### src/sv/bis_pkg.sv
`default_nettype none
package bis_pkg;

   // operation codes carried on req_mode
   typedef enum logic [1:0] {
      MODE_ADD  = 2'd0,
      MODE_DEL  = 2'd1,
      MODE_TEST = 2'd2
   } mode_type;

   localparam int unsigned ITEM_ID_W   = 32;
   localparam int unsigned COUNT_OUT_W = 6;
   localparam logic [ITEM_ID_W-1:0] MARKER_RESET = '1;

endpackage
`default_nettype wire

### src/sv/bis_table.sv
`default_nettype none
module bis_table #(
   parameter int unsigned DEPTH = 32,
   parameter int unsigned KW    = 32,
   parameter int unsigned AW    = 5
) (
   input  wire logic          clock,
   input  wire logic          wr_en,
   input  wire logic [AW-1:0] wr_addr,
   input  wire logic [KW-1:0] wr_data,
   input  wire logic [AW-1:0] rd_addr,
   output logic      [KW-1:0] rd_data
);

   logic [KW-1:0] mem [DEPTH];
   logic [KW-1:0] rd_data_ff;

   // one write port, one registered read port
   always_ff @(posedge clock) begin
      if (wr_en) begin
         mem[wr_addr] <= wr_data;
      end
      rd_data_ff <= mem[rd_addr];
   end

   assign rd_data = rd_data_ff;

endmodule
`default_nettype wire

### src/sv/bounded_id_set_top.sv
// Flow: items settled at acceptance (bad mode, full add, empty delete, test of the
//   marker or of an empty set) are answered straight from idle; an add to an empty set
//   goes through S_ACT; otherwise add, test and a failed delete scan and then pass S_ACT,
//   and a successful delete adds S_DEL_WR; the scan reads at most count entries, one per cycle.
// Items are taken one at a time, and only while the block is idle.
// The receiver cannot stall; each result is a one-cycle strobe.
// Reset (synchronous, active high): set empty, marker back to all ones, table contents kept.
`default_nettype none
module bounded_id_set_top #(
   parameter int unsigned DEPTH    = 32,
   parameter int unsigned ID_WIDTH = 32
) (
   input  wire logic                          clock,
   input  wire logic                          reset,
   input  wire logic                          start,
   output logic                               busy,
   input  wire logic [1:0]                    req_mode,
   input  wire logic signed [bis_pkg::ITEM_ID_W-1:0] req_item_id,
   output logic                               rsp_valid,
   output logic                               rsp_status_code,
   output logic                               rsp_is_member,
   output logic [bis_pkg::COUNT_OUT_W-1:0]    rsp_entry_count,
   input  wire logic                          csr_we,
   input  wire logic signed [bis_pkg::ITEM_ID_W-1:0] csr_wdata
);

   import bis_pkg::*;

   // key width: identifiers compare on their low ID_WIDTH bits (at most 32) of a 32-bit field
   localparam int unsigned KW = (ID_WIDTH < ITEM_ID_W) ? ID_WIDTH : ITEM_ID_W;
   localparam int unsigned AW = (DEPTH > 1) ? $clog2(DEPTH) : 1;
   localparam int unsigned CW = $clog2(DEPTH + 1);
   localparam logic [CW-1:0] FULL_COUNT = CW'(DEPTH);

   typedef enum logic [1:0] {
      S_IDLE,    // waiting for an item
      S_SCAN,    // read entry idx, compare the one read last cycle
      S_ACT,     // decide, append, or fetch the last entry for a delete
      S_DEL_WR   // move the last entry into the freed slot
   } state_type;

   state_type         state_ff, state_in;
   mode_type          mode_ff, mode_in;
   logic [KW-1:0]     key_ff, key_in;
   logic [ITEM_ID_W-1:0] marker_ff, marker_in;
   logic [CW-1:0]     count_ff, count_in;
   logic [CW-1:0]     idx_ff, idx_in;
   logic              cmp_vld_ff, cmp_vld_in;
   logic [AW-1:0]     cmp_idx_ff, cmp_idx_in;
   logic              found_ff, found_in;
   logic [AW-1:0]     slot_ff, slot_in;
   logic              rsp_valid_ff, rsp_valid_in;
   logic              rsp_status_ff, rsp_status_in;
   logic              rsp_member_ff, rsp_member_in;
   logic [COUNT_OUT_W-1:0] rsp_count_ff, rsp_count_in;

   // table port signals
   logic              tbl_we;
   logic [AW-1:0]     tbl_wa;
   logic [KW-1:0]     tbl_wd;
   logic [AW-1:0]     tbl_ra;
   logic [KW-1:0]     tbl_rd;

   logic [KW-1:0]     req_key;
   logic [CW-1:0]     count_m1;
   logic [AW-1:0]     last_addr;
   logic              issue;
   logic [CW-1:0]     count_new;
   logic [CW+COUNT_OUT_W-1:0] count_ext;

   assign req_key   = req_item_id[KW-1:0];
   assign count_m1  = CW'(count_ff - 1'b1);
   assign last_addr = count_m1[AW-1:0];
   assign issue     = (idx_ff < count_ff);

   bis_table #(
      .DEPTH (DEPTH),
      .KW    (KW),
      .AW    (AW)
   ) u_table (
      .clock   (clock),
      .wr_en   (tbl_we),
      .wr_addr (tbl_wa),
      .wr_data (tbl_wd),
      .rd_addr (tbl_ra),
      .rd_data (tbl_rd)
   );

   always_comb begin
      state_in      = state_ff;
      mode_in       = mode_ff;
      key_in        = key_ff;
      marker_in     = csr_we ? csr_wdata : marker_ff;
      count_in      = count_ff;
      idx_in        = idx_ff;
      cmp_vld_in    = 1'b0;
      cmp_idx_in    = idx_ff[AW-1:0];
      found_in      = found_ff;
      slot_in       = slot_ff;
      rsp_valid_in  = 1'b0;
      rsp_status_in = rsp_status_ff;
      rsp_member_in = rsp_member_ff;
      count_new     = count_ff;
      tbl_we        = 1'b0;
      tbl_wa        = slot_ff;
      tbl_wd        = key_ff;
      tbl_ra        = idx_ff[AW-1:0];

      case (state_ff)
         S_IDLE: begin
            if (start) begin
               mode_in       = mode_type'(req_mode);
               key_in        = req_key;
               found_in      = 1'b0;
               idx_in        = '0;
               rsp_status_in = 1'b1;
               rsp_member_in = 1'b0;
               case (req_mode)
                  MODE_ADD: begin
                     if (count_ff == FULL_COUNT) begin
                        rsp_valid_in = 1'b1;
                     end else if (count_ff == '0) begin
                        state_in = S_ACT;
                     end else begin
                        state_in = S_SCAN;
                     end
                  end
                  MODE_DEL: begin
                     if (count_ff == '0) begin
                        rsp_valid_in = 1'b1;
                     end else begin
                        state_in = S_SCAN;
                     end
                  end
                  MODE_TEST: begin
                     // the marker never tests present; an empty set holds nothing
                     if (req_key == marker_ff[KW-1:0] || count_ff == '0) begin
                        rsp_status_in = 1'b0;
                        rsp_valid_in  = 1'b1;
                     end else begin
                        state_in = S_SCAN;
                     end
                  end
                  default: begin
                     rsp_valid_in = 1'b1;
                  end
               endcase
            end
         end

         S_SCAN: begin
            // reads run ahead of the compare: each entry is compared in the cycle after its read
            if (issue) begin
               idx_in = CW'(idx_ff + 1'b1);
            end
            cmp_vld_in = issue;
            if (cmp_vld_ff) begin
               if (tbl_rd == key_ff) begin
                  found_in   = 1'b1;
                  slot_in    = cmp_idx_ff;
                  cmp_vld_in = 1'b0;
                  state_in   = S_ACT;
               end else if (cmp_idx_ff == last_addr) begin
                  cmp_vld_in = 1'b0;
                  state_in   = S_ACT;
               end
            end
         end

         S_ACT: begin
            state_in      = S_IDLE;
            rsp_valid_in  = 1'b1;
            rsp_status_in = 1'b1;
            rsp_member_in = 1'b0;
            case (mode_ff)
               MODE_ADD: begin
                  if (!found_ff) begin
                     tbl_we        = 1'b1;
                     tbl_wa        = count_ff[AW-1:0];
                     tbl_wd        = key_ff;
                     count_new     = CW'(count_ff + 1'b1);
                     count_in      = count_new;
                     rsp_status_in = 1'b0;
                  end
               end
               MODE_DEL: begin
                  if (found_ff) begin
                     tbl_ra       = last_addr;
                     rsp_valid_in = 1'b0;
                     state_in     = S_DEL_WR;
                  end
               end
               MODE_TEST: begin
                  rsp_status_in = 1'b0;
                  rsp_member_in = found_ff;
               end
               default: begin
               end
            endcase
         end

         S_DEL_WR: begin
            tbl_we        = 1'b1;
            tbl_wa        = slot_ff;
            tbl_wd        = tbl_rd;
            count_new     = count_m1;
            count_in      = count_m1;
            rsp_status_in = 1'b0;
            rsp_valid_in  = 1'b1;
            state_in      = S_IDLE;
         end

         default: begin
            state_in = S_IDLE;
         end
      endcase

      // reported count is the set size after the item, low six bits
      count_ext    = {{COUNT_OUT_W{1'b0}}, count_new};
      rsp_count_in = count_ext[COUNT_OUT_W-1:0];
   end

   always_ff @(posedge clock) begin
      if (reset) begin
         state_ff     <= S_IDLE;
         count_ff     <= '0;
         marker_ff    <= MARKER_RESET;
         cmp_vld_ff   <= 1'b0;
         rsp_valid_ff <= 1'b0;
      end else begin
         state_ff      <= state_in;
         count_ff      <= count_in;
         marker_ff     <= marker_in;
         cmp_vld_ff    <= cmp_vld_in;
         rsp_valid_ff  <= rsp_valid_in;
         mode_ff       <= mode_in;
         key_ff        <= key_in;
         idx_ff        <= idx_in;
         cmp_idx_ff    <= cmp_idx_in;
         found_ff      <= found_in;
         slot_ff       <= slot_in;
         rsp_status_ff <= rsp_status_in;
         rsp_member_ff <= rsp_member_in;
         rsp_count_ff  <= rsp_count_in;
      end
   end

   assign busy            = (state_ff != S_IDLE);
   assign rsp_valid       = rsp_valid_ff;
   assign rsp_status_code = rsp_status_ff;
   assign rsp_is_member   = rsp_member_ff;
   assign rsp_entry_count = rsp_count_ff;

endmodule
`default_nettype wire

### config.mk
export PLATFORM = sky130hd
export DESIGN_NAME = bounded_id_set_top
export DESIGN_NICKNAME = d
export VERILOG_FILES = /design/src/sv/bis_pkg.sv /design/src/sv/bis_table.sv /design/src/sv/bounded_id_set_top.sv
export SDC_FILE = /design/constraint.sdc
export NUM_CORES = 2
export LEC_CHECK = 0
export ABC_AREA = 1
export BUFFER_PORTS_ARGS = -buffer_cell sky130_fd_sc_hd__buf_4
export CELL_PAD_IN_SITES_DETAIL_PLACEMENT = 0
export CELL_PAD_IN_SITES_GLOBAL_PLACEMENT = 1
export CORE_MARGIN = 5
export CORE_UTILIZATION = 46
export CTS_CLUSTER_SIZE = 8
export DETAILED_ROUTE_END_ITERATION = 6
export GPL_TIMING_DRIVEN = 0
export HOLD_SLACK_MARGIN = 0.08
export PLACE_DENSITY_LB_ADDON = 0.2
export SYNTH_ARGS = -nofsm -noshare
export SYNTH_HDL_FRONTEND = slang
export SYNTH_SLANG_ARGS = --single-unit
### constraint.sdc
create_clock -name clock -period 3.7 [get_ports clock]
set_input_delay 0.185 -clock clock [delete_from_list [all_inputs] [get_ports clock]]
set_output_delay 0.185 -clock clock [all_outputs]
set_load 0.02 [all_outputs]
# Yosys cells after proc, flatten, opt, wreduce, memory -nomap -nowiden
# Memories as Yosys holds them, arrays and structs flattened. A register that Yosys moved wholly into a read port is not among the register bits.
# Index checks and enable logic that the tools add are counted.
[totals]
out_inout_bits = 10
ram_bits = 1024
ff_bits = 101
n_memories = 1
word_cells = 110
input_bits = 70
[op_classes]
magnitude_cmp = 1
n_reduce_logical = 17
eq_ne = 20
bitwise_logic = 2
n_mux = 52
add_sub_neg = 3
[memory_table]
columns = ["memory", "depth", "width", "read_ports", "rd_ports_with_merged_regs", "wr", "line", "source"]
rows = [
  ["u_table.mem", 32, 32, 1, 1, 1, "bis_table.sv:15", "logic [KW-1:0] mem [DEPTH];"],
]
[ops]
columns = ["op", "n"]
rows = [
  ["== test 32 bit", 2],
  ["two-way mux 32 bit", 1],
  ["two-way mux 5 bit", 6],
  ["two-way mux 6 bit", 4],
  ["one-hot mux 6 bit (2 select lines)", 2],
  ["two-way mux 1 bit", 20],
  ["two-way mux 2 bit", 10],
  ["adder 6 x 1 -> 6 bit (second input constant)", 2],
  ["inequality test 3 bit (second input constant)", 4],
  ["one-hot mux 1 bit (3 select lines)", 3],
  ["AND reduction 3 bit", 3],
  ["== test 2 bit (second input constant)", 4],
  ["inequality test 2 bit (second input constant)", 4],
  ["one-hot mux 1 bit (2 select lines)", 4],
  ["one-hot mux 2 bit (4 select lines)", 1],
  ["AND reduction 4 bit", 2],
  ["AND reduction 7 bit", 1],
  ["== test 2 x 1 -> 1 bit (second input constant)", 3],
  ["== test 6 bit (second input constant)", 1],
  ["zero test 2 bit", 3],
  ["zero test 6 bit", 1],
  ["less-than comparator 6 bit", 1],
  ["one-hot mux 2 bit (3 select lines)", 1],
  ["nonzero test 2 bit", 3],
  ["other kinds (8)", 9],
]

# Longest topological paths before layout
[logic_depth]
ltp_word = 6
ltp_mapped = 18
depth_no_buf = 15

# Modules after synthesis
# From an unflattened synthesis, not the netlist that was laid out.
[hier_totals]
cells_unflattened = 4205
hier_area_um2 = 47809.6
[modules_own_cells]
columns = ["mod", "cells_each", "seq_area_each_um2", "area_each_um2", "instances"]
rows = [
  ["bis_table", 3536, 31390.1, 42405.7, 1],
  ["bounded_id_set_top", 669, 2612.5, 5403.9, 1],
]

# Worst setup path after synthesis
# OpenSTA, ideal clock, no wires.
[synth_path]
path_kind = "flip-flop to flip-flop"
start = "register state_ff[0]"
end = "register key_ff[0] (enable)"
t_required_ns = 3.233
slack_ns = 0.104
t_arrival_ns = 3.129
setup_ns = 0.467
period_less_slack_ns = 3.596
n_path_buf = 1
stages_incl_launch_ff = 5
path_cell_list = "dfxtp_1 > buf_2 > nor2_1 > inv_1 > nor3_1"
[synth_between]
elab_chain_cells = 2
[synth_rtl]
columns = ["element", "line", "source"]
rows = [
  ["start, declared", "bounded_id_set_top.sv:42", "state_type state_ff, state_in;"],
  ["start signal, assigned", "bounded_id_set_top.sv:231", "state_ff <= state_in;"],
  ["zero test 2 bit", "bounded_id_set_top.sv:109", "case (state_ff)"],
  ["AND reduction 3 bit (no line)", "-", ""],
  ["end signal, assigned", "bounded_id_set_top.sv:237", "key_ff <= key_in;"],
  ["end, declared", "bounded_id_set_top.sv:44", "logic [KW-1:0] key_ff, key_in;"],
]
# Every way passes these cells.
# A chain may end at the register's enable or synchronous reset.

# Worst setup path in the final report
[layout_path]
start = "register state_ff[1]"
end = "memory u_table.mem[25][20] (enable)"
[layout_between]
elab_chain_cells = 4
elab_cells_between_ends = 6
cone_classes = "2 x eq/ne; 4 x mux"
[layout_rtl]
columns = ["element", "line", "source"]
rows = [
  ["== test 2 bit", "bounded_id_set_top.sv:109", ""],
  ["one-hot mux 1 bit (2 select lines)", "bounded_id_set_top.sv:109", ""],
  ["two-way mux 1 bit", "bis_table.sv:20", "if (wr_en) begin"],
  ["two-way mux 1 bit (implied by the code)", "bis_table.sv:21", "mem[wr_addr] <= wr_data;"],
  ["end, declared", "bis_table.sv:15", ""],
]
# Several ways; a longest one is shown, not always the timed one.

==> impl_metrics.csv <==
group,metric,value,unit
setup_path,cp_max_fo,18,
synthesis,synth.top_cell.area_share,0.681,
place,hpwl,105000,um
layout,multi_input_area,12700,um^2
power,vdd_ir_drop_max,384,uV
place,pre_cts_slack,-413,ps
grt,grt_pass1_vias,32124,
synthesis,ys_seq_area_frac,0.712,
status,status,"complete, no violations",
sta,final_max_slew_viol_count,0,
layout,area_growth,19.6,%
grt,grt_pass1_wl,220000,um
clocking,cts.path.max_buffers,3,
power,comb_power_share,0.256,
sta,finClkSkew,25.0,ps
layout,final_util,0.553,
sta,hold_violations,0,
synthesis,yosys_warnings,0,
synthesis,yosysMostFrequentCell,"nand2_1",
grt,grt_overflow,0,
route,first_pass_iters,7,
synthesis,syn_inst,4282,
power,switching_share,0.337,
setup_path,critPathLaunchType,"flop",
sta,fin_crit_sh,0.994,
synthesis,synthArstFlopShare,0,
floorplanning,fp.dieH,332,um
power,internal_power,25.8,mW
sta,max_clock_freq,272,MHz
sta,timing.final.ws_setup,21.5,ps
synthesis,synth_common_cells,"nand2_1 (1821), edfxtp_1 (1083), nand3_1 (273), nor2_1 (239), buf_2 (174)",
setup_path,r2r_slack,20,ps
clocking,clk_pin_slew,50,ps
clocking,clk_latency,770,ps
floorplanning,coreArea,103000,um^2
power,total_power,38.9,mW
floorplanning,fp-row-count,118,
setup_path,worst_ep_required_time,4150,ps
synthesis,synth_fp_nets,4365,
synthesis,ys_types,39,
run,cap_violations,0,
sta,worst_pin_slew,1430,ps
layout,layout-drive-gt1-share,0.123,
synthesis,ys.flop_type,"edfxtp_1",
clocking,clock_sink_count,1157,
sta,rsz0062_at_grt,"true",
grt,grt_start_max_net_pins,33,
setup_path,crit_arrival,4130,ps
clocking,cts_made_buffers,162,
route,routed_wl,155000,um
power,clockPowerShare,0.349,
power,p_per_area,680,nW/um^2
grt,antenna_found_initial,5,
setup_path,endpoint_kind,"flop",
synthesis,synth_largest_area_cell,"edfxtp_1",
synthesis,netlist_area,47800,um^2
clocking,cts_root_buffer,"clkbuf_16",
power,p_sw,13.1,mW
synthesis,synth.area.top_cells,"edfxtp_1 (68%), nand2_1 (14%), dfxtp_1 (3.1%)",
route,drtIter0Drc,4005,
route,vias,33742,
sta,fin_crit,3680,ps
layout,finalNetCount,4755,
route,drtAntennaViolNets,0,
power,p_leak,21.7,nW
setup_path,worstSetupPathType,"reg -> reg",
synthesis,avgSynthCellArea,11.2,um^2
synthesis,synth-seq-cells,1157,
clocking,htreeDepth,4,
place,placed_cell_area,51500,um^2
sta,setup_viol,0,
clocking,cts_tree,"yes",
route,drcViolationCount,0,
route,wl_per_cell,25.2,um
floorplanning,initial_core_util,0.462,
floorplanning,dieArea,110000,um^2
floorplanning,die_x,332,um
floorplanning,io_pins,80,
sta,slew_headroom,0.0445,
grt,gr-usage-all-layers,0.275,
place,gp_congestion,0.915,
synthesis,synth-edff-count,1083,
worst_hold_path,hp-class,"in -> reg",
sta,fin_hold_ws,145,ps
power,seqPwrFrac,0.395,
layout,nFillCells,8775,
route,vias_per_cell,5.51,
place,io_buffer_count,78,
layout,seq_area,34000,um^2
layout,final_cell_area,57100,um^2
final timing paths:
path            startpoint             endpoint  depth (start not counted)
min                  reset      rsp_status_code                          4
max            state_ff[1]  u_table.mem[25][20]                         10
max reg2reg    state_ff[1]  u_table.mem[25][20]                         10
min reg2reg  marker_ff[19]        marker_ff[19]                          2
repair_timing:
item | in CTS | in global routing
pin swaps | 1 | 3
buffers inserted | 2 | 6
endpoints found under the hold margin | 84 | 0
hold buffers | 91 | 0
resized for setup | 1 | 4
endpoints found under the setup margin | 50 | 169
critical path, cell delays in order, from the launching register on:
cell and delay, ps:
dfxtp_1 290, buf_4 160, inv_4 120, nor2_8 60, nand3_1 110, clkbuf_1 280
nand2_1 80, o21ai_0 160, nand3_1 930, nor2_4 930, buf_16 240
metrics by stage:
step	std cells	TNS (ps)
2_1_floorplan	4282	0
3_3_place_gp	5740	-1869310
3_5_place_dp	5787	-4720
4_1_cts	6118	0
5_1_grt	6126	-5680
6_report	6127	0
layout by cell type, fill, tap and decap left out, drive strengths merged, types with 2 or more instances in the layout:
master and n:
a21oi 20, a22oi 2, buf 339, clkbuf 256
clkinv 9, dfxtp 74, dlygate4sd3 91, edfxtp 1083
ha 13, inv 82, nand2 1824, nand3 274
nand4 5, nor2 241, nor3 9, o211ai 161
o21ai 192, o22ai 2, o311ai 2, or2 5
xnor2 53, xor2 2
state kept, by name, summed over array words and instances (netlist names):
name             cells
slot_ff              5
mode_ff              2
found_ff             1
idx_ff               6
rsp_valid            1
cmp_vld_ff           1
rsp_is_member        1
count_ff             6
cmp_idx_ff           5
rsp_status_code      1
u_table.mem       1024
state_ff             2
marker_ff           32
u_table.rd_data     32
rsp_entry_count      6
key_ff              32
power by group through the flow:
stage          Clock, mW  Sequential (mW)  Combinational [mW]
2_1_floorplan          0             15.5                5.46
3_3_place_gp           0             15.6                9.39
3_5_place_dp           0             15.6                9.65
4_1_cts             13.7             15.4                9.77
5_1_grt             14.3             15.4                10.7
6_report            13.6             15.4                9.94
logic make-up after synthesis:
group	after synthesis	share of synthesized area
compound gates	383	0.0492
xor+xnor	55	0.0101
buf+inv	313	0.0308
fa+ha+maj	13	0.00340
simple gates	2361	0.195
flops	1157	0.712
routing by layer:
metal / track usage / wire length [um] / part of all wire
met3: 0.0562 / 13800 / 0.090
met1: 0.371 / 62400 / 0.40
met4: 0.0907 / 4910 / 0.032
met2: 0.450 / 73300 / 0.47
met5: 0 / 0 / 0
final cells by class:
class                   count  share of cell area
flip-flops and latches   1157               0.595
repair buffers            226              0.0470
diodes                      1           0.0000438
inverters                  77             0.00515
well taps                1380              0.0302
clock inverters            14             0.00416
multi-input cells        2812               0.222
plain buffers             236              0.0207
clock buffers             224              0.0758
Power figures use the tool's default switching activity.
